$ cat config.mk
export PLATFORM = sky130hd
export DESIGN_NAME = bgw_ram
export DESIGN_NICKNAME = d
export VERILOG_FILES = /design/src/sv/bgw_ram.sv
export SDC_FILE = /design/constraint.sdc
export NUM_CORES = 1
export LEC_CHECK = 0
export BUFFER_PORTS_ARGS = -buffer_cell sky130_fd_sc_hd__buf_2
export CAP_MARGIN = 25
export CELL_PAD_IN_SITES_DETAIL_PLACEMENT = 1
export CELL_PAD_IN_SITES_GLOBAL_PLACEMENT = 1
export CORE_MARGIN = 1
export CORE_UTILIZATION = 54
export CTS_CLUSTER_DIAMETER = 30
export DETAILED_ROUTE_END_ITERATION = 10
export MAX_ROUTING_LAYER = met4
export PLACE_DENSITY = 0.81
export SLEW_MARGIN = 0
export SYNTH_ARGS = -nofsm -noshare
export SYNTH_HDL_FRONTEND = slang
export SYNTH_SLANG_ARGS = --single-unit
$ cat constraint.sdc
create_clock -name i_clk -period 2.3 [get_ports i_clk]
set_input_delay 0.115 -clock i_clk [delete_from_list [all_inputs] [get_ports i_clk]]
set_output_delay 0.115 -clock i_clk [all_outputs]
set_load 0.02 [all_outputs]
$ cat src/sv/bgw_ram.sv
// ----------------------------------------------------------------------------
// bgw_ram
// Generic simple dual-port RAM: one write port, one read port, registered read.
// ----------------------------------------------------------------------------
module bgw_ram #(
    parameter int WIDTH = 16,
    parameter int DEPTH = 28
) (
    input  logic                     i_clk,
    input  logic                     i_we,
    input  logic [$clog2(DEPTH)-1:0] i_waddr,
    input  logic [WIDTH-1:0]         i_wdata,
    input  logic [$clog2(DEPTH)-1:0] i_raddr,
    output logic [WIDTH-1:0]         o_rdata
);

    logic [WIDTH-1:0] r_mem [DEPTH];
    logic [WIDTH-1:0] r_rdata;

    always_ff @(posedge i_clk) begin
        if (i_we) begin
            r_mem[i_waddr] <= i_wdata;
        end
        r_rdata <= r_mem[i_raddr];
    end

    assign o_rdata = r_rdata;

endmodule

Word-level counts from Yosys, hierarchy flattened
Memory sizes are Yosys's and may differ from the RTL's. A register that Yosys moved wholly into a read port is not among the register bits.
Cells that the tools add are included.
{"block": "word_totals", "reg_bits": 0, "ram_bits": 448, "inputBits": 28, "n_memories": 1}
{"memory": "r_mem", "words": 28, "width": 16, "rd": 1, "rd_ports_with_merged_regs": 1, "wr": 1, "line_no": "17", "text": "logic [WIDTH-1:0] r_mem [DEPTH];"}
{"block": "classes", "mux": 2}
{"cell": "$mux W1", "count": 2}

Depth between registers and ports, before layout
{"block": "depth", "ltp_word": 2, "mapped_depth": 8}

Worst setup path after synthesis
No wires, ideal clock.
{"block": "synth_timing", "path_type": "input to register", "startpoint": "input port i_waddr[1]", "endpoint": "memory r_mem[0][0] (enable)", "arrival_time_ps": 1452, "required_time_ps": 1912, "path_slack_ps": 460, "cell_stages": 3, "path_buffers": 1, "path_cell_list": "or3b_2 > clkbuf_1 > nor2_1"}
{"element": "from (decl)", "line_no": "11", "text": "input logic [$clog2(DEPTH)-1:0] i_waddr,"}
{"element": "to (decl)", "line_no": "17"}
Straight into the memory's write port.

==> impl_metrics.json <==
{
  "fin_tns_setup_ns": 0,
  "synth_edf_count": 448,
  "rsz0062_at_grt": "false",
  "wl_met1_mm": 18.96,
  "cts-buffers-inserted": 81,
  "layout_common_cells": "edfxtp_1, mux2i_1, clkbuf_16",
  "gp_congestion": 0.7564,
  "ys_warn_count": 0,
  "synth_nets": 955,
  "p_comb_share_pct": 4.2,
  "clkSinkCount": 464,
  "pwr_density_cell_nw_per_um2": 1047,
  "whs_ns": 0.02822,
  "finalHoldViolations": 0,
  "overflow": 0,
  "synth_ff_type": "edfxtp_1",
  "root_buffer": "clkbuf_16",
  "cp.required_ns": 2.71,
  "end_kind": "flop",
  "p_int_mw": 17.69,
  "seq_power_share_pct": 42.0,
  "die_w_um": 184.3,
  "cp_data_arrival_time_ns": 2.04,
  "path_class": "reg2reg",
  "worst_slew_pin_slew_ns": 0.6312,
  "synth.cell_area_um2": 17950,
  "cts_hold_buf": 0,
  "final_antenna_net_count": 0,
  "worst_clock_skew_ns": 0.01536,
  "synth_top_area_share_pct": 74.96,
  "synthArstFlopShare_pct": 0,
  "dieArea_um2": 33970,
  "p_sw_mw": 4.882,
  "boundaryPins": 44,
  "p_clk_share_pct": 53.9,
  "die_y_um": 184.3,
  "wl_met2_mm": 24.37,
  "grt_antenna_before_repair": 0,
  "ys_ff_latch": 464,
  "post-route-cell-area_um2": 21560,
  "yosysUniqueCellTypes": 37,
  "period_share_pct": 71.15,
  "setup_violations": 0,
  "final_common_cell": "edfxtp_1",
  "worstSkewPairLatency_ns": 0.58,
  "path_max_fanout": 1,
  "fp-row-count": 66,
  "wl_per_cell_um": 30.56,
  "layout-drive-gt1-share_pct": 24.60,
  "clk_pin_slew_ns": 0.06,
  "clk_path_buf_depth": 3,
  "synth_area_per_cell_um2": 19.36,
  "ys_top_cells_by_area": "edfxtp_1, mux2i_1, mux4_2",
  "fmax_ghz": 0.6111,
  "status": "completed",
  "dp_hpwl_mm": 26.49,
  "grt_start_max_net_pins": 31,
  "post_dp_cell_area_um2": 18780,
  "grt_util_all_layers_pct": 30.17,
  "switching_share_pct": 21.62,
  "finalNetCount": 1082,
  "core_area_um2": 32620,
  "wl_met3_mm": 2.600,
  "maxCapViolCount": 0,
  "routed_wl_mm": 47.83,
  "viasPerCell": 6.108,
  "dr.pass1.iters": 5,
  "area_growth_pct": 20.15,
  "worstHoldPathType": "in2reg",
  "htreeDepth": 3,
  "start_kind": "flop",
  "grt_pass1_wl_mm": 69.11,
  "yosys.area.top_type": "edfxtp_1",
  "initial_utilization_pct": 55.02,
  "highest_layer": "met4",
  "port_buffers": 43,
  "ctsResizeCount": 0,
  "drt_iter0_markers": 789,
  "ir_worst_vdd_mv": 0.7196,
  "synth_cells": 927,
  "yosysSeqAreaShare_pct": 76.75,
  "cts_tree": "built",
  "grt_pass1_vias": 10660,
  "fin_crit_ns": 1.636,
  "place_ws_ns": 0.4170,
  "dr_total_vias": 9559,
  "drv_slew": 0,
  "post-route-drc-count": 0,
  "p_leak_nw": 7.545,
  "finalWorstSetupSlack_ns": 0.6636,
  "relSlewSlack_pct": 57.92,
  "post-cts-setup-buffers": 0
}
path summary, 6_finish.rpt:
| check | startpoint | to | slack, ns | cells after the start |
|---|---|---|---|---|
| worst max-delay path | r_mem[13][1] | o_rdata[1] | 0.66 | 4 |
| worst max register to register | r_mem[13][1] | o_rdata[1] | 0.66 | 4 |
| worst min register to register | r_mem[12][5] | o_rdata[5] | 0.63 | 4 |
| worst min-delay path | i_wdata[1] | r_mem[12][1] | 0.03 | 1 |
synthesized netlist by cell type, drive strengths merged (5+ instances only):
library cell	count
a21oi	31
edfxtp	448
clkbuf	19
nor2	31
nand2	51
o22ai	12
nand4	10
a22oi	30
buf	28
nand3	31
mux2i	131
mux4	46
mux2	5
nand3b	6
dfxtp	16
worst max-delay path, stage by stage, from the launching register on:
cell and delay (ns):
edfxtp_1 0.40, mux2_1 0.31, mux4_2 0.48, o22ai_1 0.19, a211oi_1 0.09
sequential cells by signal, summed over array words and instances, names as in the netlist:
signal,flops
o_rdata,16
r_mem,448
per-layer routing:
metal	track usage, %	up-vias
met5	-	-
met4	13.07	0
met3	5.137	119
met2	49.90	366
met1	36.77	5041
li1	-	4033
per-stage QoR:
stage               instances  total power, mW  util [%]
finish                   1565            22.58     66.10
floorplan                 927            10.15         -
global route             1564            23.04     66.10
CTS                      1564            22.71     66.10
detailed placement       1413            10.55     57.57
global placement         1413            10.50     57.57
power by group through the flow:
stage / Combinational, mW / Sequential, mW / Clock (mW)
6_report: 0.938 / 9.48 / 12.2
5_1_grt: 0.992 / 9.48 / 12.6
4_1_cts: 0.948 / 9.48 / 12.3
3_5_place_dp: 0.922 / 9.63 / 0
3_3_place_gp: 0.877 / 9.62 / 0
2_1_floorplan: 0.502 / 9.65 / 0
cells by family (layout without fill, tap and decap cells):
family	after synthesis	in the layout	synth area share, %
DFF	464	464	76.75
muxes	182	182	13.75
and+or+nand+nor	154	154	4.183
AOI/OAI and AO/OA	80	80	2.928
buffers and inverters	47	242	2.391
other	0	1	0
layout make-up:
| cell class | instances | area [µm²] |
|---|---|---|
| Fill cell | 2687 | 11060 |
| Timing Repair Buffer | 91 | 698.2 |
| Tap cell | 442 | 553.0 |
| Multi-Input combinational cell | 416 | 3754 |
| Clock inverter | 57 | 600.6 |
| Clock buffer | 94 | 2181 |
| Sequential cell | 464 | 13770 |
| Antenna cell | 1 | 2.502 |
Power figures use the tool's default switching activity.
